### src/rtl/tcge_pkg.sv
// Shared types, codes and defaults of the text cell glyph expander.
`timescale 1ns / 1ps
`default_nettype none

package tcge_pkg;

  localparam int DEF_GLYPH_COUNT  = 256;
  localparam int DEF_PALETTE_SIZE = 16;
  localparam int DEF_QUEUE_DEPTH  = 4;
  localparam int FB_MAX_DIM       = 4096;

  // input item kinds
  localparam logic [1:0] KIND_GLYPH   = 2'd0;
  localparam logic [1:0] KIND_PALETTE = 2'd1;
  localparam logic [1:0] KIND_DRAW    = 2'd2;

  // configuration register indexes
  localparam logic [2:0] CFG_OFFSET_X    = 3'd0;
  localparam logic [2:0] CFG_OFFSET_Y    = 3'd1;
  localparam logic [2:0] CFG_FB_WIDTH    = 3'd2;
  localparam logic [2:0] CFG_FB_HEIGHT   = 3'd3;
  localparam logic [2:0] CFG_CELL_WIDTH  = 3'd4;
  localparam logic [2:0] CFG_CELL_HEIGHT = 3'd5;

  typedef enum logic [1:0] {
    OP_GLYPH,
    OP_PALETTE,
    OP_DRAW
  } op_t;

  // current geometry, framebuffer size already saturated
  typedef struct packed {
    logic [11:0] off_x;
    logic [11:0] off_y;
    logic [13:0] fb_w;
    logic [13:0] fb_h;
    logic [5:0]  cell_w;
    logic [5:0]  cell_h;
  } geom_t;

  // placement of a cell along one axis
  typedef struct packed {
    logic        ok;
    logic [12:0] start;
    logic [2:0]  n_m1;
  } fit_t;

  // one queued operation for the pixel sequencer
  typedef struct packed {
    op_t         op;
    logic [7:0]  symbol;
    logic [3:0]  color_index;
    logic [2:0]  glyph_row;
    logic [7:0]  glyph_bits;
    logic [31:0] palette_color;
    logic [12:0] x0;
    logic [12:0] y0;
    logic [2:0]  nx_m1;
    logic [2:0]  ny_m1;
    logic        sym_ok;
    logic        cidx_ok;
  } entry_t;

endpackage

`default_nettype wire

### src/rtl/tcge_queue.sv
// Short queue of operations between the front end and the pixel sequencer.
`timescale 1ns / 1ps
`default_nettype none

module tcge_queue import tcge_pkg::*; #(
  parameter int DEPTH = DEF_QUEUE_DEPTH,
  localparam int PW = (DEPTH > 1) ? $clog2(DEPTH) : 1,
  localparam int CW = $clog2(DEPTH + 1)
) (
  input  logic   clk,
  input  logic   rst,
  input  logic   push,
  input  entry_t push_data,
  output logic   full,
  input  logic   pop,
  output entry_t head,
  output logic   nonempty
);

  entry_t          mem [DEPTH];
  logic [PW-1:0]   wr_ptr;
  logic [PW-1:0]   rd_ptr;
  logic [CW-1:0]   count;

  assign full     = (count == CW'(DEPTH));
  assign nonempty = (count != '0);
  assign head     = mem[rd_ptr];

  always_ff @(posedge clk) begin
    if (push) begin
      mem[wr_ptr] <= push_data;
    end
  end

  always_ff @(posedge clk) begin
    if (rst) begin
      wr_ptr <= '0;
      rd_ptr <= '0;
      count  <= '0;
    end else begin
      if (push) begin
        wr_ptr <= (wr_ptr == PW'(DEPTH - 1)) ? '0 : wr_ptr + 1'b1;
      end
      if (pop) begin
        rd_ptr <= (rd_ptr == PW'(DEPTH - 1)) ? '0 : rd_ptr + 1'b1;
      end
      if (push && !pop) begin
        count <= count + 1'b1;
      end else if (pop && !push) begin
        count <= count - 1'b1;
      end
    end
  end

`ifndef SYNTHESIS
  a_no_overflow: assert property (@(posedge clk) disable iff (rst)
    push |-> !full) else $error("queue pushed while full");
  a_no_underflow: assert property (@(posedge clk) disable iff (rst)
    pop |-> nonempty) else $error("queue popped while empty");
  a_count_bounded: assert property (@(posedge clk) disable iff (rst)
    count <= CW'(DEPTH)) else $error("queue count past depth");
`endif

endmodule

`default_nettype wire

### config.mk
export PLATFORM = sky130hd
export DESIGN_NAME = tcge_queue
export DESIGN_NICKNAME = d
export VERILOG_FILES = /design/src/rtl/tcge_pkg.sv /design/src/rtl/tcge_queue.sv
export SDC_FILE = /design/constraint.sdc
export NUM_CORES = 1
export LEC_CHECK = 0
export CORE_UTILIZATION = 60
export DETAILED_ROUTE_END_ITERATION = 12
export DONT_BUFFER_PORTS = 1
export PLACE_DENSITY_LB_ADDON = 0.1
export SLEW_MARGIN = 40
export SYNTH_ARGS = -nofsm -noshare
export SYNTH_HDL_FRONTEND = slang
export SYNTH_SLANG_ARGS = --single-unit
### constraint.sdc
create_clock -name clk -period 9.1 [get_ports clk]
set_input_delay 1.82 -clock clk [delete_from_list [all_inputs] [get_ports clk]]
set_output_delay 1.82 -clock clk [all_outputs]
set_load 0.005 [all_outputs]
## Word-level counts from Yosys, hierarchy flattened

Memories as Yosys holds them, arrays and structs flattened. A register that Yosys moved wholly into a read port is not among the register bits.
Index checks and enable logic that the tools add are counted.
Widths: inputs -> output; s select.

| storage, ports and cells | value |
|---|---|
| register bits after elaboration | 7 |
| RAM bits | 364 |
| output and inout port bits | 93 |
| logic and storage cells | 25 |
| memories | 1 |

| cells by class | value |
|---|---|
| $add $sub $neg | 4 |
| equality and inequality tests | 3 |
| muxes and demuxes | 8 |
| reduce and logical (&&, ||, !) cells | 6 |

Memories:

| name | words | bits a word | read ports | clocked after Yosys merged registers in | wr ports | RTL line | RTL |
|---|---|---|---|---|---|---|---|
| mem | 4 | 91 | 1 | 1 | 1 | tcge_queue.sv:20 | `entry_t mem [DEPTH];` |

Operator list:

| operator | count |
|---|---|
| $mux 2 | 4 |
| $mux 3 | 2 |
| $add 2x1->2 const B | 2 |
| $eq 2x2->1 const B | 2 |
| $add 3x1->3 const B | 1 |
| $eq 3x3->1 const B | 1 |
| $reduce_bool 3->1 | 1 |
| $sub 3x1->3 const B | 1 |
| $logic_and 1x1->1 | 2 |
| $logic_not 1->1 | 2 |
| $mux 1 | 2 |
| $reduce_bool 2->1 | 1 |

## Logic depth before layout (Yosys ltp)

Gate-level depths: netlist (run 1).

| depth | value |
|---|---|
| depth after elaboration | 4 |
| gate-level depth with buffers | 7 |
| mapped depth without buffers | 7 |

## Worst setup path after synthesis (run 1)

No wires, ideal clock.

| path | value |
|---|---|
| kind | input to register |
| start point | input push |
| end point | memory mem[0][0] in the netlist's numbering (enable) |
| data arrival time | 3928 ps |
| slack | 4712 ps |
| stages | 1 |
| path buffers | 0 |
| cell sequence | and2_1 |

| on the way | value |
|---|---|
| word-level cells in the longest chain between the ends | 2 |

Ends and longest elaborated chain:

| item | RTL line | RTL |
|---|---|---|
| start: declaration | tcge_queue.sv:12 | `input logic push,` |
| $mux 1 | tcge_queue.sv:30 | `if (push) begin` |
| $mux 1 (not written as such) | tcge_queue.sv:31 | `mem[wr_ptr] <= push_data;` |
| end: declaration | tcge_queue.sv:20 |  |

No other way between the ends.

==> results of run 1 <==
==> sequential cells by signal (all words and copies together), names as in the netlist, named ones only <==
signal and count:
rd_ptr 2, wr_ptr 2, mem 364, count 3
==> path summary, 6_finish.rpt <==
path | endpoint | slack (ns) | cells past startpoint
max | head[13] | 4.69 | 3
min | count[2] | 0.53 | 2
max reg2reg | mem[3][37] | 6.76 | 3
min reg2reg | count[2] | 0.53 | 2
==> per-layer routing <==
layer | part of all wire (%) | wire (µm) | vias up
li1 | - | - | 2282
met1 | 38 | 8580 | 2794
met2 | 50 | 11200 | 188
met3 | 9.2 | 2050 | 36
met4 | 2.1 | 466 | 0
met5 | 0 | 0 | -
==> Yosys cell counts, drive strengths merged <==
cell / instances
edfxtp: 364
ha: 6
inv: 4
o21ai: 1
mux2i: 4
fa: 1
a21oi: 2
nor3b: 2
clkbuf: 1
or3: 2
mux4: 91
and2: 4
dfxtp: 9
buf: 19
nor2: 7
xor2: 2
==> layout make-up <==
class,instances,area share [%]
inverter,4,0.100
multi-input combinational,122,15.4
clock buffer,43,6.34
clock inverter,21,0.845
sequential,373,74.3
tap,280,2.34
timing repair buffer,8,0.644
==> kinds of logic after synthesis <==
family	count (synthesis)	synth area share [%]
compound gates	3	0.110
xor+xnor	2	0.128
fa+ha+maj	7	0.696
buf+inv	24	1.87
flops	373	81.3
mux	95	15.3
simple gates	15	0.577
==> through the flow <==
| stage | power, µW | std cells | setup WS, ns | instance area [µm²] | util (%) |
|---|---|---|---|---|---|
| 3_5_place_dp | 2240 | 787 | 5.12 | 13900 | 62.8 |
| 5_1_grt | 3660 | 851 | 4.47 | 15000 | 67.7 |
| 2_1_floorplan | 2190 | 519 | 4.71 | 13700 | - |
| 6_report | 3550 | 851 | 4.69 | 15000 | 67.7 |
| 4_1_cts | 3580 | 851 | 4.58 | 15000 | 67.7 |
| 3_3_place_gp | 2230 | 785 | 4.69 | 13800 | 62.6 |
==> power by group through the flow <==
stage | Combinational [µW] | Sequential, µW | Clock, µW
finish | 200 | 2000 | 1350
global route | 216 | 2000 | 1440
floorplan | 171 | 2020 | 0
detailed placement | 205 | 2030 | 0
global placement | 191 | 2040 | 0
CTS | 207 | 2000 | 1370
==> worst min-delay path: cells and delay by family (launching register included) <==
family / cells / cell delay, ns
flops: 1 / 0.33
compound gates: 2 / 0.16
==> summary.md, run 1 <==
The flow ran to the end, and the final reports show no timing, DRC or antenna violations. The mean cell area of the mapped netlist works out to 26.3 µm². Of all nets on the critical path, the largest fanout is 38.

The clock period could shrink to 4.41 ns. For the signal arrival time at the worst endpoint, the log shows 2.59 ns. For the sum of negative setup slack, the log shows 0 ns. The number of H-tree levels is 2. The buffer and inverter count on the worst path came out at 2. The capturing element type of the critical path is an output port. The number of sinks driven by the clock tree was 373; the number of vias per cell was 6.23.

The tree is rooted in a sky130_fd_sc_hd__clkbuf_16. The largest individual stage delay along the critical path comes from the cell sky130_fd_sc_hd__mux4_2. The total nets after synthesis was 621; the routed wirelength normalized by instance count was 26.2 µm.

The die outline height is 153 µm. The kind of cell with the highest combined delay along the critical path is buffers and inverters. Across the VDD grid, the largest voltage drop is 0.000165 V. The number of antenna violations at the first check in global routing is 0, and the number of remaining DRC errors is 0.

The run gives 0 as the count of final hold-check violations. Area growth from synthesis to final layout: 9.51%. The share of total power dissipated in combinational logic is 5.6%. In this run, CTS created clock tree buffers numbering 37.

The type of the tightest min-delay check is flip-flop to flip-flop. The number of gates resized after cts came out at 0. The logs give 33,800 µm for the first-pass GRT wire length and 0 for the max-slew violation count. The tools report the worst reg2reg path startpoint as wr_ptr[0]. Summing all multi-input logic gate instances after layout gives 2310 µm².

The die covers 23,400 µm². The run gives 5,300 as the detailed-route via count. Clock latency on the worst-skew pair, taken at its later pin, is 0.50 ns. The repair_antennas step left the layout with diodes totalling 0. In this run switching power makes up 20.1% of total power.

The sequential fraction of the synthesis area was 81.3%. Summed over its instances, the top area cell type makes up 80.0% of the synthesized netlist area. The sequential cell fraction of total power is 56.3%, and the global-route met1 utilization is 24.7%. The layout has 1,320 filler cells. After clock tree synthesis, the clock-pin slew on the worst setup and hold paths is 0.06 ns. The critical path goes through buf_12, buf_4, mux4_2.

The run gives 12,800 µm as the placed wire-length estimate after detailed placement. For the number of optimization iterations in the first detailed-route pass, the log shows 7. Cell internal power was estimated by the tool at 2830 µW. Most crowded layer after global routing: met2.

The pin count of the biggest net entering global routing was 76. The number of post-CTS setup repair buffers was 0. The logs give 5,772 for the number of global-route vias before repair and 0 for the number of nets with antenna violations after routing. Pin placement for this block handled 188 I/O pins. In the final layout, flip-flops and latches occupy 11,100 µm². Across the run, the number of max-cap violations was 0. The post-route clock period utilization is 48.4%, and the relative contribution of the clock network to total power is 38.1%. No sink is reached through more buffers than the 3 on the longest clock path. The number of buffers added to fix hold violations after cts was 0.

The switching component of the power was 714 µW; the routed wire length was 22,300 µm. Yosys printed 0 warnings. Yosys mapped the design onto 18 distinct sky130hd cell types. At the worst endpoint, the required time is 7.28 ns. By startpoint and endpoint, the worst setup path is classified as flip-flop to output port.

At the end of routability-driven placement, the weighted congestion stood at 0.778. Setup repair after global routing left no endpoint under its margin. The count of standard-cell rows is 54, and the power per standard cell area is 237 nW/µm². The kind of start point of the critical path was a flip-flop. TritonCTS built the clock tree. Once the floorplan was initialized, standard cells occupied 61.8% of the core.

The instance count of the mapped netlist came out at 519. After the last flow step, the layout net total stands at 648. After synthesis, the cell types taking the most area are sky130_fd_sc_hd__edfxtp_1 (80%), sky130_fd_sc_hd__mux4_2 (15%), sky130_fd_sc_hd__buf_12 (1.3%). For this run, the top clock speed supported by timing is 227 MHz. In this run the horizontal extent of the chip is 153 µm. The worst pin sits at a relative slew slack of 45.6%. In the global route stage, met2 resource usage came out at 32.5%. After floorplanning, the core was sized to cover 22,100 µm². The met3 routing resource usage after global routing was 6.97%; the clock skew was 0.00529 ns. The run gives 0 as the total global routing overflow.

In this run the cell area of the synthesized design comes to 13,700 µm². The synthesized design contains 373 register bits. In the layout the commonest cells are sky130_fd_sc_hd__edfxtp_1 (364), sky130_fd_sc_hd__mux4_2 (91), sky130_fd_sc_hd__clkbuf_16 (37). The actual transition at the worst max-transition pin is 0.815 ns. Startpoint of the tightest hold check path: count[2]. For this run, the total global-route usage over all layers was measured as 19.7%. The run gives 0 as the count of endpoints failing setup in the final report. The most frequent standard cell in the layout excluding fill and tap cells is sky130_fd_sc_hd__edfxtp_1.

On the worst path, the slowest cell contributes a delay of 0.62 ns. For this design the static power due to leakage is 0.00464 µW. The worst hold slack came out at 0.527 ns. Cell taking the most area after synthesis: sky130_fd_sc_hd__edfxtp_1. The layout cell share with drive strength beyond 1 was 27.3%; the count of routing violations after the opening detailed-route iteration was 344. The number of port buffers is 0.
(Power assumes the default switching activity.)
==> run 2: changes to the inputs <==
Settings changed: CORE_UTILIZATION 60 to 57.
Clock period 9.1 ns to 3.9 ns, I/O delays scaled along.
==> summary.md, run 2 (synthesis results as in run 1) <==
Total track usage: 18.9% (-0.88 points). Actual transition at the worst max-transition pin: 0.650 ns (-0.166 ns). The number of port buffers was 0 (unchanged). The required time at the endpoint of the critical path came out at 3.12 ns (-4.16 ns). The total global routing overflow came out at 0 (unchanged). The number of sinks driven by the clock tree was 373 (unchanged). The run gives 0.50 ns (about the same) as the source-to-sink clock delay at the later pin of the worst-skew pair. The net total in the final layout was 649 (+0.15%); the die outline height was 157 µm (+2.6%).

The run gives 0.000413 V (+150%) as the highest ir drop seen on vdd. The run gives 60 (-21%) as the pin count of the biggest net entering global routing. The routed length on met1 came out at 8400 µm (-2.0%).

The worst reg2reg path startpoint is wr_ptr[0]. For the finished layout, the period the worst path requires is 3.01 ns. The clock skew was 0.0158 ns (+0.0105 ns); the count of final hold-check violations was 0 (unchanged).

The I/O pin count came out at 188 (unchanged). The logs give 64.5% (-3.2 points) for the fraction of the core area covered by cells at the end of the flow and 0 (unchanged) for the antenna diode instance count. The signal on the critical path passes through buf_12, mux4_2.

Of the available clock period, the critical path in the final layout requires 77.3%. The sum of negative setup slack was 0 ns (unchanged); the placed wire-length estimate after detailed placement was 12,900 µm (+0.87%). The kind of start point of the critical path was a flip-flop. The tools report the count of routing violations after the opening detailed-route iteration as 267 (-22%). The run gives 0 (unchanged) as the number of antenna violations at the first check in global routing. The run gives 33,800 µm (about the same) as the first-pass GRT wire length. The logs give 23,500 µm² (+6.2%) for the standard cell core area and 2 (unchanged) for the number of H-tree levels. The register with the most flip-flops in the final layout is mem. The library cell used most frequently in the layout, excluding fill and tap cells, is sky130_fd_sc_hd__edfxtp_1. The tools report the number of nets with antenna violations after routing as 0 (unchanged). The area of the die was 24,600 µm² (+5.2%). TritonCTS built the clock tree.

For this design, the slowest cell found on the critical path is sky130_fd_sc_hd__dfxtp_4. The hold path depth was 1 (-1); the detailed-route via count was 5,310 (+0.19%). The max-slew violation count was 0 (unchanged); the power per standard cell area was 559 nW/µm² (+140%). Worst-case hold path end point: wr_ptr[0].

The flow ran to the end, and the final reports show no timing, DRC or antenna violations. The logs give 0 (unchanged) for the number of remaining DRC errors and 14,000 µm² (+0.66%) for the post-detailed-placement cell area. After detailed routing, no signal wire sits above met4. The number of cell instances on the worst register-to-register path is 3 (unchanged), and the slack of the worst reg-to-reg path is 1.96 ns (-4.80 ns).

The classification of the worst setup path was flip-flop to output port. Setup repair after global routing left no endpoint under its margin. The signal arrival time at the worst endpoint was 2.23 ns (-0.36 ns). The run gives 332 MHz as the peak clock frequency supported by timing. The tools report the filler cell count as 1,497 (+13%).

Chip width: 157 µm (+2.6%). The number of buffers added to fix hold violations after cts is 0 (unchanged). The count of max-cap constraint violations is 0 (unchanged), and the number of optimization iterations in the first detailed-route pass is 4 (-3). Sum of met2 wire segment lengths after detailed routing: 11,400 µm (+1.6%). For the final non-filler cell total, the log shows 889 (+4.5%).

The worst hold slack came out at 0.340 ns (-0.187 ns). The number of global-route vias before repair is 5,755 (-0.29%), and the clock input transition at the sequential cells of the worst setup and hold paths is 0.06 ns (about the same). The met3 wire length was 2010 µm (-2.0%); the number of post-CTS setup repair buffers was 0 (unchanged). Normalized max-slew margin: 56.7% (+11 points).

The maximum number of buffers from clock root to sink is 3 (unchanged), and the flip-flop count of the largest register, all copies and words added is 364 (unchanged). The leakage power figure was 0.00469 µW (+0.97%). The routed wirelength normalized by instance count is 25.0 µm (-4.6%). For the number of CTS-inserted buffers, the log shows 38 (+2.7%).

Clock root buffer: sky130_fd_sc_hd__clkbuf_16. Routed wire length: 22,200 µm (-0.35%). The tools report the last weighted congestion value of the routability-driven placer as 0.713 (-8.4%).

The number of instances in the placed design came out at 826 (+5.0%). The peak per-stage delay on the critical path was 0.71 ns (+0.09 ns); the number of vias per cell was 5.97 (-4.1%). In the final layout, the registers with the most flip-flops are mem (364), count (3).

For the count of standard-cell rows, the log shows 56 (+3.7%). The layout cell share with drive strength beyond 1 was 27.5% (+0.22 points). The starting density of the core came out at 58.2% (-3.6 points). The count of endpoints failing setup in the final report is 0 (unchanged).

The path class of the tightest hold or removal check is input pin to flip-flop. The final non-filler cell area was 15,100 µm² (+1.1%); the maximum fanout along the worst path was 40 (+5.3%). STA classifies the critical path endpoint as an output port. The number of gates resized after cts was 0 (unchanged). In this run the most critical hold path is launched from rst. The top cell types in the final layout, fill and taps aside, are sky130_fd_sc_hd__edfxtp_1 (364), sky130_fd_sc_hd__mux4_2 (91), sky130_fd_sc_hd__clkbuf_16 (39). The area growth from synthesis to final layout came out at 10.8%.

The worst register-to-register path ends at mem[3][6].
==> run 2: cell types whose count changed in the layout (fill, tap and decap cells not counted) <==
| cell | before | now |
|---|---|---|
| sky130_fd_sc_hd__clkinv_2 | 11 | 6 |
| sky130_fd_sc_hd__buf_6 | 3 | 0 |
| sky130_fd_sc_hd__bufinv_16 | 1 | 2 |
| sky130_fd_sc_hd__clkbuf_16 | 37 | 39 |
| sky130_fd_sc_hd__inv_6 | 0 | 1 |
| sky130_fd_sc_hd__clkbuf_8 | 0 | 2 |
| sky130_fd_sc_hd__buf_12 | 2 | 6 |
| sky130_fd_sc_hd__buf_4 | 3 | 2 |
| sky130_fd_sc_hd__clkinv_1 | 7 | 5 |
==> run 2: how the worst max path moves through the flow <==
stage           endpoint  startpoint  cells after the start
2_1_floorplan  mem[0][0]        push                      1
3_3_place_gp    head[84]   flip-flop                      2
3_5_place_dp    head[84]   flip-flop                      2
4_1_cts         head[84]   flip-flop                      2
5_1_grt         head[84]   flip-flop                      2
6_report        head[84]   flip-flop                      2
==> run 2: area by class of cell <==
type                            count  area, µm²  share of cell area, %
Clock buffer                       47       1030                   6.78
Sequential cell                   373      11100                   73.5
Inverter                            4       15.0                 0.0992
Timing Repair Buffer                8        135                  0.893
Tap cell                          319        399                   2.64
Clock inverter                     16        133                  0.876
Multi-Input combinational cell    122       2310                   15.2
==> run 2: report_power, final <==
part,switching [µW],internal [µW]
combinational,246,217
clock,1350,1990
sequential,67.5,4600
total,1660,6800
==> run 2: critical path: cells and delay by family, from the launching register on <==
family	cells	cell delay (ns)
flops	1	0.71
mux	1	0.60
buf+inv	1	0.37
==> run 2: per-layer routing <==
layer | up-vias | global-route usage, %
met3 | 41 | 6.65
met4 | 0 | 5.70
met2 | 178 | 31.7
met1 | 2805 | 23.1
met5 | - | 0
li1 | 2286 | -
==> run 2: metrics by stage <==
| stage | total power (µW) | worst slack, ns |
|---|---|---|
| after floorplan | 5120 | 0.552 |
| final | 8460 | 0.887 |
| after detailed placement | 5230 | 1.34 |
| after global placement | 5210 | 1.34 |
| after CTS | 8570 | 0.793 |
| after global routing | 8740 | 0.712 |
