## config.mk

```make
export PLATFORM = sky130hd
export DESIGN_NAME = tcge_front
export DESIGN_NICKNAME = d
export VERILOG_FILES = /design/src/rtl/tcge_pkg.sv /design/src/rtl/tcge_front.sv
export SDC_FILE = /design/constraint.sdc
export NUM_CORES = 1
export LEC_CHECK = 0
export BUFFER_PORTS_ARGS = -buffer_cell sky130_fd_sc_hd__buf_2
export CAP_MARGIN = 20
export CORE_MARGIN = 2
export CORE_UTILIZATION = 30
export DETAILED_ROUTE_END_ITERATION = 8
export SETUP_SLACK_MARGIN = 0.5
export SLEW_MARGIN = 15
export SYNTH_ARGS = -nofsm -noshare
export SYNTH_HDL_FRONTEND = slang
export SYNTH_SLANG_ARGS = --single-unit
export TNS_END_PERCENT = 100
```

## constraint.sdc

```tcl
create_clock -name clk -period 10.7 [get_ports clk]
set_input_delay 1.605 -clock clk [delete_from_list [all_inputs] [get_ports clk]]
set_output_delay 1.605 -clock clk [all_outputs]
set_load 0.005 [all_outputs]
```

## src/rtl/tcge_pkg.sv

```systemverilog
// Shared types, codes and defaults of the text cell glyph expander.
`timescale 1ns / 1ps
`default_nettype none

package tcge_pkg;

  localparam int DEF_GLYPH_COUNT  = 256;
  localparam int DEF_PALETTE_SIZE = 16;
  localparam int DEF_QUEUE_DEPTH  = 4;
  localparam int FB_MAX_DIM       = 4096;

  // input item kinds
  localparam logic [1:0] KIND_GLYPH   = 2'd0;
  localparam logic [1:0] KIND_PALETTE = 2'd1;
  localparam logic [1:0] KIND_DRAW    = 2'd2;

  // configuration register indexes
  localparam logic [2:0] CFG_OFFSET_X    = 3'd0;
  localparam logic [2:0] CFG_OFFSET_Y    = 3'd1;
  localparam logic [2:0] CFG_FB_WIDTH    = 3'd2;
  localparam logic [2:0] CFG_FB_HEIGHT   = 3'd3;
  localparam logic [2:0] CFG_CELL_WIDTH  = 3'd4;
  localparam logic [2:0] CFG_CELL_HEIGHT = 3'd5;

  typedef enum logic [1:0] {
    OP_GLYPH,
    OP_PALETTE,
    OP_DRAW
  } op_t;

  // current geometry, framebuffer size already saturated
  typedef struct packed {
    logic [11:0] off_x;
    logic [11:0] off_y;
    logic [13:0] fb_w;
    logic [13:0] fb_h;
    logic [5:0]  cell_w;
    logic [5:0]  cell_h;
  } geom_t;

  // placement of a cell along one axis
  typedef struct packed {
    logic        ok;
    logic [12:0] start;
    logic [2:0]  n_m1;
  } fit_t;

  // one queued operation for the pixel sequencer
  typedef struct packed {
    op_t         op;
    logic [7:0]  symbol;
    logic [3:0]  color_index;
    logic [2:0]  glyph_row;
    logic [7:0]  glyph_bits;
    logic [31:0] palette_color;
    logic [12:0] x0;
    logic [12:0] y0;
    logic [2:0]  nx_m1;
    logic [2:0]  ny_m1;
    logic        sym_ok;
    logic        cidx_ok;
  } entry_t;

endpackage

`default_nettype wire

```

## src/rtl/tcge_front.sv

```systemverilog
// Front end: accepts items, places cells and drops items that do nothing.
`timescale 1ns / 1ps
`default_nettype none

module tcge_front import tcge_pkg::*; #(
  parameter int GLYPH_COUNT  = DEF_GLYPH_COUNT,
  parameter int PALETTE_SIZE = DEF_PALETTE_SIZE
) (
  input  logic        clk,
  input  logic        rst,
  input  geom_t       geom,
  input  logic        in_valid,
  output logic        in_stall,
  input  logic [1:0]  kind,
  input  logic [7:0]  cell_col,
  input  logic [7:0]  cell_row,
  input  logic [7:0]  symbol,
  input  logic [3:0]  color_index,
  input  logic [2:0]  glyph_row,
  input  logic [7:0]  glyph_bits,
  input  logic [31:0] palette_color,
  output logic        q_push,
  output entry_t      q_data,
  input  logic        q_full
);

  logic        a_valid;
  logic [1:0]  a_kind;
  logic [13:0] a_px;
  logic [13:0] a_py;
  logic [7:0]  a_symbol;
  logic [3:0]  a_cidx;
  logic [2:0]  a_grow;
  logic [7:0]  a_gbits;
  logic [31:0] a_pcolor;

  fit_t fx;
  fit_t fy;
  logic sym_ok;
  logic cidx_ok;
  logic keep;
  logic a_done;
  logic accept;

  // origin = prod + off + (pitch - 8) / 2, truncated toward zero
  function automatic fit_t axis_fit(input logic [13:0] prod, input logic [5:0] pitch,
                                    input logic [11:0] off, input logic [13:0] lim);
    logic [7:0]  d;
    logic [7:0]  c;
    logic [16:0] o;
    logic [15:0] diff;
    fit_t        f;
    d = {2'b00, pitch} - 8'd8;
    c = d + {7'd0, d[7]};
    c = {c[7], c[7:1]};
    o = {3'b000, prod} + {{5{off[11]}}, off} + {{9{c[7]}}, c};
    diff = {2'b00, lim} - o[15:0];
    f.ok = !o[16] && (o[15:0] < {2'b00, lim});
    f.start = o[12:0];
    f.n_m1 = (diff >= 16'd8) ? 3'd7 : 3'(diff - 16'd1);
    return f;
  endfunction

  // hold off the sender while in reset
  assign accept   = in_valid && !in_stall;
  assign in_stall = rst || (a_valid && !a_done);

  always_ff @(posedge clk) begin
    if (rst) begin
      a_valid <= 1'b0;
    end else if (accept) begin
      a_valid <= 1'b1;
    end else if (a_done) begin
      a_valid <= 1'b0;
    end
  end

  always_ff @(posedge clk) begin
    if (accept) begin
      a_kind   <= kind;
      a_px     <= 14'(cell_col * geom.cell_w);
      a_py     <= 14'(cell_row * geom.cell_h);
      a_symbol <= symbol;
      a_cidx   <= color_index;
      a_grow   <= glyph_row;
      a_gbits  <= glyph_bits;
      a_pcolor <= palette_color;
    end
  end

  always_comb begin
    fx      = axis_fit(a_px, geom.cell_w, geom.off_x, geom.fb_w);
    fy      = axis_fit(a_py, geom.cell_h, geom.off_y, geom.fb_h);
    sym_ok  = {24'd0, a_symbol} < 32'(GLYPH_COUNT);
    cidx_ok = {28'd0, a_cidx} < 32'(PALETTE_SIZE);
    q_data.op = OP_GLYPH;
    keep      = 1'b0;
    unique case (a_kind)
      KIND_GLYPH: begin
        q_data.op = OP_GLYPH;
        keep      = sym_ok;
      end
      KIND_PALETTE: begin
        q_data.op = OP_PALETTE;
        keep      = cidx_ok;
      end
      KIND_DRAW: begin
        q_data.op = OP_DRAW;
        keep      = fx.ok && fy.ok;
      end
      default: begin
        keep = 1'b0;
      end
    endcase
    q_data.symbol        = a_symbol;
    q_data.color_index   = a_cidx;
    q_data.glyph_row     = a_grow;
    q_data.glyph_bits    = a_gbits;
    q_data.palette_color = a_pcolor;
    q_data.x0            = fx.start;
    q_data.y0            = fy.start;
    q_data.nx_m1         = fx.n_m1;
    q_data.ny_m1         = fy.n_m1;
    q_data.sym_ok        = sym_ok;
    q_data.cidx_ok       = cidx_ok;
  end

  // drop items that change nothing, queue the rest
  assign a_done = a_valid && (!keep || !q_full);
  assign q_push = a_valid && keep && !q_full;

endmodule

`default_nettype wire

```

## Word-level counts from Yosys, hierarchy flattened

Cells that the tools add are included.

| cells by class | value |
|---|---|
| add/sub/neg operators | 12 |
| multiply operators | 2 |
| order comparisons | 4 |
| equal/unequal tests | 2 |
| multiplexer cells | 6 |
| reductions and logical operators | 19 |

Operators by type and width:

| cell | count |
|---|---|
| $add A16 B7 Y17 | 2 |
| $add A15 B12 Y16 | 2 |
| $ge A16 B4 Y1 const B | 2 |
| $lt A16 B14 Y1 | 2 |
| $sub A14 B16 Y16 | 2 |
| $mul A8 B6 Y14 | 2 |
| $add A7 B2 Y8 | 2 |
| $sub A6 B4 Y7 const B | 2 |
| $logic_and A1 B1 Y1 | 8 |
| $logic_not A1 Y1 | 6 |
| $mux W3 | 2 |
| $sub A3 B1 Y3 const B | 2 |
| $pmux W2 S2 | 1 |
| $eq A2 B1 Y1 const B | 1 |
| $eq A2 B2 Y1 const B | 1 |
| $logic_not A2 Y1 | 1 |
| $logic_or A1 B1 Y1 | 2 |
| $mux W1 | 2 |
| $pmux W1 S2 | 1 |
| $reduce_bool A2 Y1 | 1 |
| $reduce_or A2 Y1 | 1 |

| word-level totals | value |
|---|---|
| flip-flop bits (word level) | 86 |
| input bits | 141 |
| output and inout bits | 93 |
| word-level logic and storage cells | 54 |

## Logic depth before layout (Yosys ltp)

Gate-level depths: netlist of run 1.

| logic depth | value |
|---|---|
| depth in word-level cells | 16 |
| depth in mapped cells | 29 |
| mapped depth without buffers | 29 |

## Least setup slack after synthesis of run 1

Ideal clock, no wire load.

| timing path | value |
|---|---|
| path kind | input to register |
| from | input port geom[3] in the netlist's numbering |
| to | register a_cidx[0] (enable) |
| setup time | 440 ps |
| arrival | 8130 ps |
| data required time | 10260 ps |
| setup slack | 2130 ps |
| cell stages on the path | 25 |
| buffers on the path | 2 |
| cells stage by stage | clkbuf_1 inv_1 ha_1 and2_1 nand2_1 nand2_1 inv_1 fa_1 ha_1 and4_1 and2_1 a21boi_1 or3_1 a21oi_1 xor2_1 ha_1 clkbuf_1 nand3_1 nor4_1 nand2_1 a2111oi_0 a211oi_1 and3_1 a41oi_2 o211a_1 |

| on the way | value |
|---|---|
| cells in the longest elaborated chain, start to end | 15 |
| elaborated cells on any way between the ends | 16 |
| those cells by class | add/sub: 3; order compare: 1; mux: 1; reduce/logical: 11 |

Ends and longest elaborated chain:

| item | RTL line | text |
|---|---|---|
| start, declared | tcge_front.sv:11 | `input geom_t geom,` |
| $sub A6 B4 Y7 (*) | tcge_front.sv:53 | `d = {2'b00, pitch} - 8'd8;` |
| $add A7 B2 Y8 (*) | tcge_front.sv:54 | `c = d + {7'd0, d[7]};` |
| $add A16 B7 Y17 (*) | tcge_front.sv:56 | `o = {3'b000, prod} + {{5{off[11]}}, off} + {{9{c[7]}}, c};` |
| $lt A16 B14 Y1 / $logic_not A1 Y1 (equally long branches) | tcge_front.sv:58 | `f.ok = !o[16] && (o[15:0] < {2'b00, lim});` |
| $logic_and A1 B1 Y1 (*) | tcge_front.sv:58 |  |
| $logic_and A1 B1 Y1 (*) | tcge_front.sv:109 | `keep = fx.ok && fy.ok;` |
| $pmux W1 S2 (*) | tcge_front.sv:98 | `unique case (a_kind)` |
| $logic_not A1 Y1 (*) | tcge_front.sv:129 | `assign a_done = a_valid && (!keep \|\| !q_full);` |
| $logic_or A1 B1 Y1 (*) | tcge_front.sv:129 |  |
| $logic_and A1 B1 Y1 (*) | tcge_front.sv:129 |  |
| $logic_not A1 Y1 (*) | tcge_front.sv:66 | `assign in_stall = rst \|\| (a_valid && !a_done);` |
| $logic_and A1 B1 Y1 (*) | tcge_front.sv:66 |  |
| $logic_or A1 B1 Y1 (*) | tcge_front.sv:66 |  |
| $logic_not A1 Y1 (*) | tcge_front.sv:65 | `assign accept = in_valid && !in_stall;` |
| $logic_and A1 B1 Y1 (*) | tcge_front.sv:65 |  |
| named net accept | tcge_front.sv:43 | `logic accept;` |
| end signal, assigned | tcge_front.sv:84 | `a_cidx <= color_index;` |
| end, declared | tcge_front.sv:32 | `logic [3:0] a_cidx;` |

The timed path passes the listed nets; every way through them passes the cells marked *.
A chain may end at the register's enable or synchronous reset.

## Worst setup path in the final report of run 1

| timing path | value |
|---|---|
| from | input port geom[9] in the netlist's numbering |
| to | output port in_stall |

| on the way | value |
|---|---|
| cells in the longest elaborated chain, start to end | 13 |
| elaborated cells on any way between the ends | 14 |
| those cells by class | add/sub: 3; order compare: 1; mux: 1; reduce/logical: 9 |

Ends and longest elaborated chain:

| item | RTL line | text |
|---|---|---|
| $sub A6 B4 Y7 (*) | tcge_front.sv:53 |  |
| $add A7 B2 Y8 (*) | tcge_front.sv:54 |  |
| $add A16 B7 Y17 (*) | tcge_front.sv:56 |  |
| $lt A16 B14 Y1 / $logic_not A1 Y1 (equally long branches) | tcge_front.sv:58 |  |
| $logic_and A1 B1 Y1 (*) | tcge_front.sv:58 |  |
| $logic_and A1 B1 Y1 (*) | tcge_front.sv:109 |  |
| $pmux W1 S2 (*) | tcge_front.sv:98 |  |
| $logic_not A1 Y1 (*) | tcge_front.sv:129 |  |
| $logic_or A1 B1 Y1 (*) | tcge_front.sv:129 |  |
| $logic_and A1 B1 Y1 (*) | tcge_front.sv:129 |  |
| $logic_not A1 Y1 (*) | tcge_front.sv:66 |  |
| $logic_and A1 B1 Y1 (*) | tcge_front.sv:66 |  |
| $logic_or A1 B1 Y1 (*) | tcge_front.sv:66 |  |
| end, declared | tcge_front.sv:13 | `output logic in_stall,` |

Mark *: on every way between the ends. The rest lies on a longest branch, timed or not.

==> results.txt, run 1 <==
The post-CTS setup-driven buffer insertion count is 0. TritonCTS built the clock tree. In the layout the commonest cells are sky130_fd_sc_hd__buf_2, sky130_fd_sc_hd__inv_1, sky130_fd_sc_hd__ha_1. The power density over the cells is 208.1 mW/mm².

Across the whole layout, storage elements account for 0.002572 mm². The highest-utilization routing layer at the global route stage is met2. The synthesized-area fraction occupied by and/or/nand/nor cells came out at 15.56%. The routed wire length is 24.57 mm. Grouping stages by cell kind, the critical path spends the most delay in compound AO/OA/AOI/OAI gates.

The first-pass GRT wire length came out at 39.06 mm. The number of fill cells in the layout came out at 3345. Clock latency on the worst-skew pair, taken at its later pin, is 0.35 ns.

The die is 186.1 µm tall. The largest fanout of any net on the critical path came out at 12. The number of antenna violations at the first check in global routing came to 5. The total power of the final layout came out at 2476 µW. The deepest level of the CTS H-tree came out at 3. The number of vias after detailed routing is 7965. Global routing consumed, on the met3 layer, 2.759% of the routing resources.

The tool flagged a number of max-cap violations equal to 0. The final number of max-transition violations came out at 0. The remaining global-route overflow came out at 0. The number of enable flip-flop cells after synthesis is 85. The count of distinct cell types in the synthesized netlist is 87.

The internal cell power came out at 1354 µW. The post-cts sizing count is 0. The required time of the critical path is 9.10 ns. The overall die area came out at 0.03464 mm². The worst pin sits at a relative slew slack of 35.80%. The number of buffers inserted by hold repair at cts came out at 0. The number of placement rows is 66. The sequential share of the synthesized area came out at 25.86%. The minimum period implied by the final worst setup slack is 9.113 ns. The global-route usage over all layers is 14.24%. The detailed-router iteration count before antenna repair came out at 5. The via-per-instance ratio came out at 4.752. The count of synthesis-stage warnings from yosys came out at 0. The nature of the critical path startpoint is a primary input. The layout-stage area growth over the synthesis result came out at 19.61%. The cell at the root of the clock tree is sky130_fd_sc_hd__clkbuf_16.

The multi-input combinational cells in the finished layout cover a total of 0.006790 mm². The maximum cell stage delay along the critical path is 0.76 ns. The proportion of layout cells with a drive suffix above 1 is 22.83%. The transition time at the pin with the least slew margin came out at 0.9630 ns.

After the first detailed-routing iteration, the DRC count stood at 262. The count of unresolved DRC violations after routing came out at 0. Buffers placed on the I/O ports in this run total 231.

The share of total power dissipated in combinational logic is 68.6%. The final sum of negative setup slack is 0 ns. The share of total power in the clock network is 13.8%. Routability-driven placement finished with a final weighted congestion of 0.8688. Of the total synthesized cell area, the portion taken by full adders, half adders and majority gates is 31.09%. The number of nets in the finished design is 1563. The main combinational cell family by area after synthesis is adder cells. In this run the worst hold path is classified as register to register.

The maximum achievable frequency came out at 109.7 MHz. The number of nets with antenna violations after routing came out at 0. The flow ran to the end, and the final reports show no timing, DRC or antenna violations. In the final routed layout, each cell accounts on average for 14.66 µm. The sequential group share of total power is 17.6%. The initial utilization of the core area, before any placement, comes to 30.50%. The most frequent cell on the critical path is sky130_fd_sc_hd__a21oi_1.

The setup path with the least slack is of type primary input to primary output. Entering global routing, the biggest net connects 43 pins. The number of global-route vias before repair is 7964.

The power spent charging and discharging nets came out at 1122 µW. The switching part of the total power is 45.32%. The clock sink count is 86. Setup violations remaining at the end of the flow were counted as 0.

The clock arrives with 0.01199 ns of skew. The library cell used most frequently in the layout, excluding fill and tap cells, is sky130_fd_sc_hd__buf_2. The xor-xnor portion of the synthesized cell area came out at 4.577%.

The async set-reset flop share out of synthesis is 0%. The netlist area before placement is 0.009950 mm². The area inside the core boundary is 0.03262 mm². After layout, the worst path uses 85.17% of the clock period. The largest individual stage delay along the critical path comes from the cell sky130_fd_sc_hd__a21oi_1. The mux share of post-synthesis cell area came out at 1.144%.

The HPWL after detailed placement is 20.70 mm. In the synthesized netlist the dominant register cell turns out to be sky130_fd_sc_hd__edfxtp_1. The count of buffering cells on the critical path with inverters included came out at 3. The leakage power of the design came out at 0.005598 µW. The met1 track demand over resource came out at 19.13%. TritonCTS created 9 clock buffers. IR analysis of the VDD net gives a maximum drop of 72.61 µV. Summing the areas of all compound-gate instances in the mapped netlist gives 15.73% of the synthesized area. Counting flops and latches in the post-synthesis netlist gives 86. The hold violation count in the final report is 0. The critical path data arrival time is 7.51 ns. Setup repair after global routing left no endpoint under its margin.

The buffer depth of the longest clock path came out at 2. The synthesized area divided by synthesized cell count is 9.930 µm². The horizontal die dimension is 186.1 µm. The met2 layer usage reported by global route is 23.05%. Clock-pin slew was measured on the worst setup and hold paths at 0.06 ns.

During I/O placement, the number of pins put on the boundary was 234. The worst setup path is captured at a primary output. After technology mapping, the gate count stands at 1002.
[cells by family after synthesis]
family	Yosys count
and+or+nand+nor	295
xor gates and xnor gates	52
buffers and inverters	152
muxes	10
AOI/OAI and AO/OA	209
DFF	86
other	1
adders and majority gates	197
[path summary, 6_finish.rpt]
kind                        startpoint                    to  slack, ns  depth (start not counted)
setup / recovery               geom[9]              in_stall       1.59                         26
hold / removal    a_valid$_SDFFE_PP0P_  a_valid$_SDFFE_PP0P_       0.57                          2
setup reg to reg     a_px[9]$_DFFE_PP_   a_grow[0]$_DFFE_PP_       4.55                         18
hold reg to reg   a_valid$_SDFFE_PP0P_  a_valid$_SDFFE_PP0P_       0.57                          2
[area by class of cell]
type                            instances  share of cell area, %
Antenna cell                            3                0.06308
Clock buffer                           10                  1.924
Clock inverter                          6                 0.7150
Inverter                              131                  4.132
Multi-Input combinational cell        765                  57.06
Sequential cell                        86                  21.62
Tap cell                              442                  4.647
Timing Repair Buffer                  233                  9.841
[power by group through the flow]
stage / Clock [µW] / Sequential, µW / Combinational (µW)
finish: 341 / 436 / 1700
global route: 363 / 440 / 1920
CTS: 353 / 437 / 1710
detailed placement: 0 / 444 / 1700
global placement: 0 / 444 / 1680
floorplan: 0 / 443 / 1290
[synth_stat cells (6+ instances only)]
cell | number | area share, %
sky130_fd_sc_hd__nor2_1 | 40 | 1.5
sky130_fd_sc_hd__clkbuf_1 | 15 | 0.57
sky130_fd_sc_hd__nand3_1 | 18 | 0.91
sky130_fd_sc_hd__nor4_1 | 6 | 0.38
sky130_fd_sc_hd__a21o_1 | 19 | 1.4
sky130_fd_sc_hd__nand4_1 | 9 | 0.57
sky130_fd_sc_hd__and3_1 | 9 | 0.57
sky130_fd_sc_hd__inv_1 | 130 | 4.9
sky130_fd_sc_hd__and2_1 | 46 | 2.9
sky130_fd_sc_hd__ha_1 | 112 | 14
sky130_fd_sc_hd__o211ai_1 | 12 | 0.91
sky130_fd_sc_hd__nand2_1 | 88 | 3.3
sky130_fd_sc_hd__xnor2_1 | 31 | 2.7
sky130_fd_sc_hd__o21a_1 | 7 | 0.53
sky130_fd_sc_hd__xor2_1 | 21 | 1.8
sky130_fd_sc_hd__o21bai_1 | 11 | 0.83
sky130_fd_sc_hd__nor3_1 | 14 | 0.70
sky130_fd_sc_hd__nor2b_1 | 15 | 0.94
sky130_fd_sc_hd__a211oi_1 | 7 | 0.53
sky130_fd_sc_hd__o21ai_0 | 30 | 1.5
sky130_fd_sc_hd__mux2i_1 | 8 | 0.80
sky130_fd_sc_hd__a21oi_1 | 46 | 2.3
sky130_fd_sc_hd__a31oi_1 | 7 | 0.44
sky130_fd_sc_hd__o211a_1 | 7 | 0.70
sky130_fd_sc_hd__nand2b_1 | 16 | 1.0
sky130_fd_sc_hd__fa_1 | 84 | 17
sky130_fd_sc_hd__edfxtp_1 | 85 | 26
[routing by layer]
layer / part of all wire, % / up-vias / routed length [µm]
met5: 0.11 / - / 26
met4: 1.8 / 4 / 448
li1: - / 3981 / -
met3: 4.8 / 33 / 1180
met1: 46 / 3756 / 11370
met2: 47 / 191 / 11540
[worst min-delay path, stage by stage (launching register included)]
cell and delay [ns]:
sky130_fd_sc_hd__dfxtp_1 0.32, sky130_fd_sc_hd__nand2_1 0.11, sky130_fd_sc_hd__o31ai_1 0.09
[flip-flops by register name (all words and copies together), names as in the netlist]
signal / cells
a_cidx: 4
a_gbits: 8
a_grow: 3
a_kind: 2
a_pcolor: 32
a_px: 14
a_py: 14
a_symbol: 8
a_valid: 1
[through the flow]
stage / util (%) / std cells / hold slack, ns / instance area (µm²) / setup slack (ns)
after floorplan: - / 1003 / 0.4855 / 9953 / 2.130
after global placement: 35.50 / 1657 / 0.5413 / 11580 / 1.782
after detailed placement: 35.50 / 1657 / 0.5510 / 11580 / 1.648
after CTS: 36.46 / 1673 / 0.5657 / 11890 / 1.615
after global routing: 36.48 / 1676 / 0.6013 / 11900 / 0.9363
final: 36.48 / 1676 / 0.5710 / 11900 / 1.587
Note: power is estimated with default switching activity, not from simulation.
==> run 2: changes to the inputs <==
--- a/config.mk
+++ b/config.mk
@@ -10,6 +10,7 @@
 export CORE_MARGIN = 2
 export CORE_UTILIZATION = 30
 export DETAILED_ROUTE_END_ITERATION = 8
+export RECOVER_POWER = 100
 export SETUP_SLACK_MARGIN = 0.5
 export SLEW_MARGIN = 15
 export SYNTH_ARGS = -nofsm -noshare
==> results.txt, run 2 (same netlist as run 1, synthesis figures left out) <==
The total of endpoints with negative setup slack in the final report came out at 0 (unchanged). The overall die area came out at 0.03464 mm² (unchanged). The final routed wire length divided by cell count came out at 14.65 µm (was 14.66 µm). The clock network latency to the later pin of the worst-skew pair came out at 0.35 ns (about the same).

The share of total power in the clock network came out at 13.8% (about the same). The buffer depth of the longest clock path is 2 (unchanged). The worst max-slew margin expressed relative to the limit came out at 34.75% (was 35.80%). The number of nets with antenna violations after routing is 0 (unchanged).

The proportion of layout cells with a drive suffix above 1 came out at 16.00% (was 22.83%). The detailed-router iteration count before antenna repair came out at 5 (unchanged). The minimum setup slack among reg-to-reg paths came to 4.17 ns (was 4.55 ns).

The number of antenna violations at the first check in global routing is 5 (unchanged). The largest fanout of any net on the critical path is 12 (unchanged). The number of global-route vias before repair came out at 7964 (unchanged). The critical path startpoint is geom[9] (unchanged).

The count of unresolved DRC violations after routing is 0 (unchanged). The remaining global-route overflow is 0 (unchanged). The count of routing violations after the opening detailed-route iteration came out at 270 (was 262). The critical path data arrival time is 7.89 ns (was 7.51 ns). The area inside the core boundary came out at 0.03262 mm² (unchanged).

The layout-stage area growth over the synthesis result is 18.41% (was 19.61%). The count of port buffers added during placement came out at 231 (unchanged). The maximum vdd drop is 72.22 µV (was 72.61 µV). The final RePlAce weighted congestion is 0.8688 (unchanged). Largest registers in the final layout: a_pcolor: 32 flops, a_px: 14 flops, a_py: 14 flops (unchanged). The number of max-cap violations was 0 (unchanged). The flip-flop count of the largest register after layout was 32 (unchanged). The path class of the lowest-slack min-delay path is register to register (unchanged). The number of buffers created by CTS came out at 9 (unchanged).

The kind of critical path is primary input to primary output (unchanged). The clock sink count came to 86 (unchanged). The tightest hold margin came out at 0.5706 ns (was 0.5710 ns). The minimum period implied by the final worst setup slack came out at 9.492 ns (was 9.113 ns).

The leakage power of the design is 0.005366 µW (was 0.005598 µW). The final sum of negative setup slack was 0 ns (unchanged). The number of vias after detailed routing came to 7962 (was 7965). The hold violation count in the final report came out at 0 (unchanged).

The largest net degree at the start of global routing came out at 43 (unchanged). The switching part of the total power is 45.51% (was 45.32%). The sequential group share of total power is 17.8% (was 17.6%).

The number of top-level design ports came to 234 (unchanged). The initial cell density of the core came out at 30.50% (unchanged). The sort of element at the end of the critical path is a primary output (unchanged). The launch point of the worst reg-to-reg path is a_px[9]$_DFFE_PP_ (unchanged).

The transition time at the pin with the least slew margin came out at 0.9787 ns (was 0.9630 ns). The required time of the critical path is 9.10 ns (about the same). The power spent charging and discharging nets came out at 1118 µW (was 1122 µW).

The nature of the critical path startpoint is a primary input (unchanged). The destination of the critical timing path is in_stall (unchanged). The post-route clock skew came out at 0.01198 ns (was 0.01199 ns).

The share of the cycle needed by the critical path after routing came to 88.71% (was 85.17%). The number of placement rows is 66 (unchanged). The half-perimeter wire length after detailed placement came to 20.70 mm (unchanged).

Top library cells by usage in the layout, fill and taps aside: sky130_fd_sc_hd__buf_2, sky130_fd_sc_hd__inv_1, sky130_fd_sc_hd__ha_1 (unchanged). The internal cell power came out at 1338 µW (was 1354 µW). The portion of total power attributed to combinational logic was 68.5% (was 68.6%). The power density over the cells is 208.5 mW/mm² (was 208.1 mW/mm²). The number of buffers inserted by hold repair at cts came out at 0 (unchanged). The vertical die dimension came to 186.1 µm (unchanged). The cell at the root of the clock tree was sky130_fd_sc_hd__clkbuf_16 (unchanged).

Unrepaired setup endpoints after global routing: no (unchanged). The horizontal die dimension is 186.1 µm (unchanged). The TritonCTS clock tree is done (unchanged). The routed wire length was 24.55 mm (was 24.57 mm).

The clock input transition at the sequential cells of the worst setup and hold paths came out at 0.06 ns (about the same). The leading cell type in the layout, fill and taps excluded is sky130_fd_sc_hd__buf_2 (unchanged). The final number of max-transition violations came to 0 (unchanged). The terminus of the critical flop-to-flop path is a_grow[0]$_DFFE_PP_ (unchanged). The first-pass GRT wire length is 39.06 mm (unchanged). The maximum achievable frequency came out at 105.4 MHz (was 109.7 MHz). The deepest level of the CTS H-tree is 3 (unchanged). Status: finished, final reports clean (unchanged). The number of nets in the finished design came out at 1563 (unchanged). The path depth of the worst reg2reg path is 18 (unchanged). The post-CTS setup-driven buffer insertion count came to 0 (unchanged). The register ranked first by flip-flop count is a_pcolor (unchanged). The global-route usage over all layers was 14.24% (unchanged).

The via-per-instance ratio came to 4.751 (was 4.752). The post-cts sizing count came out at 0 (unchanged).
## run 2: worst max-delay path, cell delays in order
cell	delay, ns
sky130_fd_sc_hd__clkbuf_1	0.37
sky130_fd_sc_hd__nor3_1	0.15
sky130_fd_sc_hd__and2_0	0.20
sky130_fd_sc_hd__and3_1	0.19
sky130_fd_sc_hd__and2_0	0.18
sky130_fd_sc_hd__nand2_1	0.07
sky130_fd_sc_hd__nand2_1	0.08
sky130_fd_sc_hd__inv_1	0.36
sky130_fd_sc_hd__fa_1	0.50
sky130_fd_sc_hd__ha_1	0.39
sky130_fd_sc_hd__a21oi_1	0.25
sky130_fd_sc_hd__o221ai_1	0.16
sky130_fd_sc_hd__a21oi_1	0.77
sky130_fd_sc_hd__o21bai_1	0.11
sky130_fd_sc_hd__a21oi_1	0.20
sky130_fd_sc_hd__xor2_1	0.25
sky130_fd_sc_hd__ha_1	0.36
sky130_fd_sc_hd__o21a_1	0.21
sky130_fd_sc_hd__nor2_1	0.16
sky130_fd_sc_hd__nor2_1	0.11
sky130_fd_sc_hd__a41o_1	0.22
sky130_fd_sc_hd__a311oi_2	0.20
sky130_fd_sc_hd__a211oi_2	0.14
sky130_fd_sc_hd__a41oi_1	0.40
sky130_fd_sc_hd__o21ai_0	0.12
sky130_fd_sc_hd__clkbuf_1	0.12
## run 2: area by class of cell
type | instances | area [µm²]
Inverter | 131 | 491.7
Tap cell | 442 | 553.0
Antenna cell | 3 | 7.507
Timing Repair Buffer | 233 | 1065
Multi-Input combinational cell | 765 | 6778
Clock buffer | 10 | 229.0
Fill cell | 3384 | 20840
Clock inverter | 6 | 85.08
Sequential cell | 86 | 2572
## run 2: metal layers
metal | wire length, µm | share of wire, % | vias to the layer above | GRT usage, %
met5 | 26 | 0.11 | - | 0
met4 | 404 | 1.6 | 4 | 4.693
met3 | 1125 | 4.6 | 30 | 2.759
met2 | 11610 | 47 | 193 | 23.05
met1 | 11380 | 46 | 3748 | 19.13
li1 | - | - | 3987 | -
## run 2: stage by stage
stage	total power (µW)	std cells	instance area [µm²]	utilization, %	worst slack [ns]
finish	2456	1676	11780	36.12	1.208
global route	2705	1676	11780	36.12	0.5232
CTS	2498	1673	11890	36.46	1.615
detailed placement	2141	1657	11580	35.50	1.648
global placement	2127	1657	11580	35.50	1.782
floorplan	1735	1003	9953	-	2.130
## run 2: power by group through the flow
stage	sequential [µW]	clock (µW)	combinational, µW
after global placement	444	0	1680
after CTS	437	353	1710
after floorplan	443	0	1290
after global routing	440	363	1900
final	436	338	1680
after detailed placement	444	0	1700
## run 2: worst min-delay path by stage
stage | startpoint | to | slack, ns | cells past startpoint
after floorplan | a_valid$_SDFFE_PP0P_ | a_valid$_SDFFE_PP0P_ | 0.49 | 2
after global placement | a_valid$_SDFFE_PP0P_ | a_valid$_SDFFE_PP0P_ | 0.54 | 2
after detailed placement | a_valid$_SDFFE_PP0P_ | a_valid$_SDFFE_PP0P_ | 0.55 | 2
after CTS | a_valid$_SDFFE_PP0P_ | a_valid$_SDFFE_PP0P_ | 0.57 | 2
after global routing | a_valid$_SDFFE_PP0P_ | a_valid$_SDFFE_PP0P_ | 0.60 | 2
final | a_valid$_SDFFE_PP0P_ | a_valid$_SDFFE_PP0P_ | 0.57 | 2
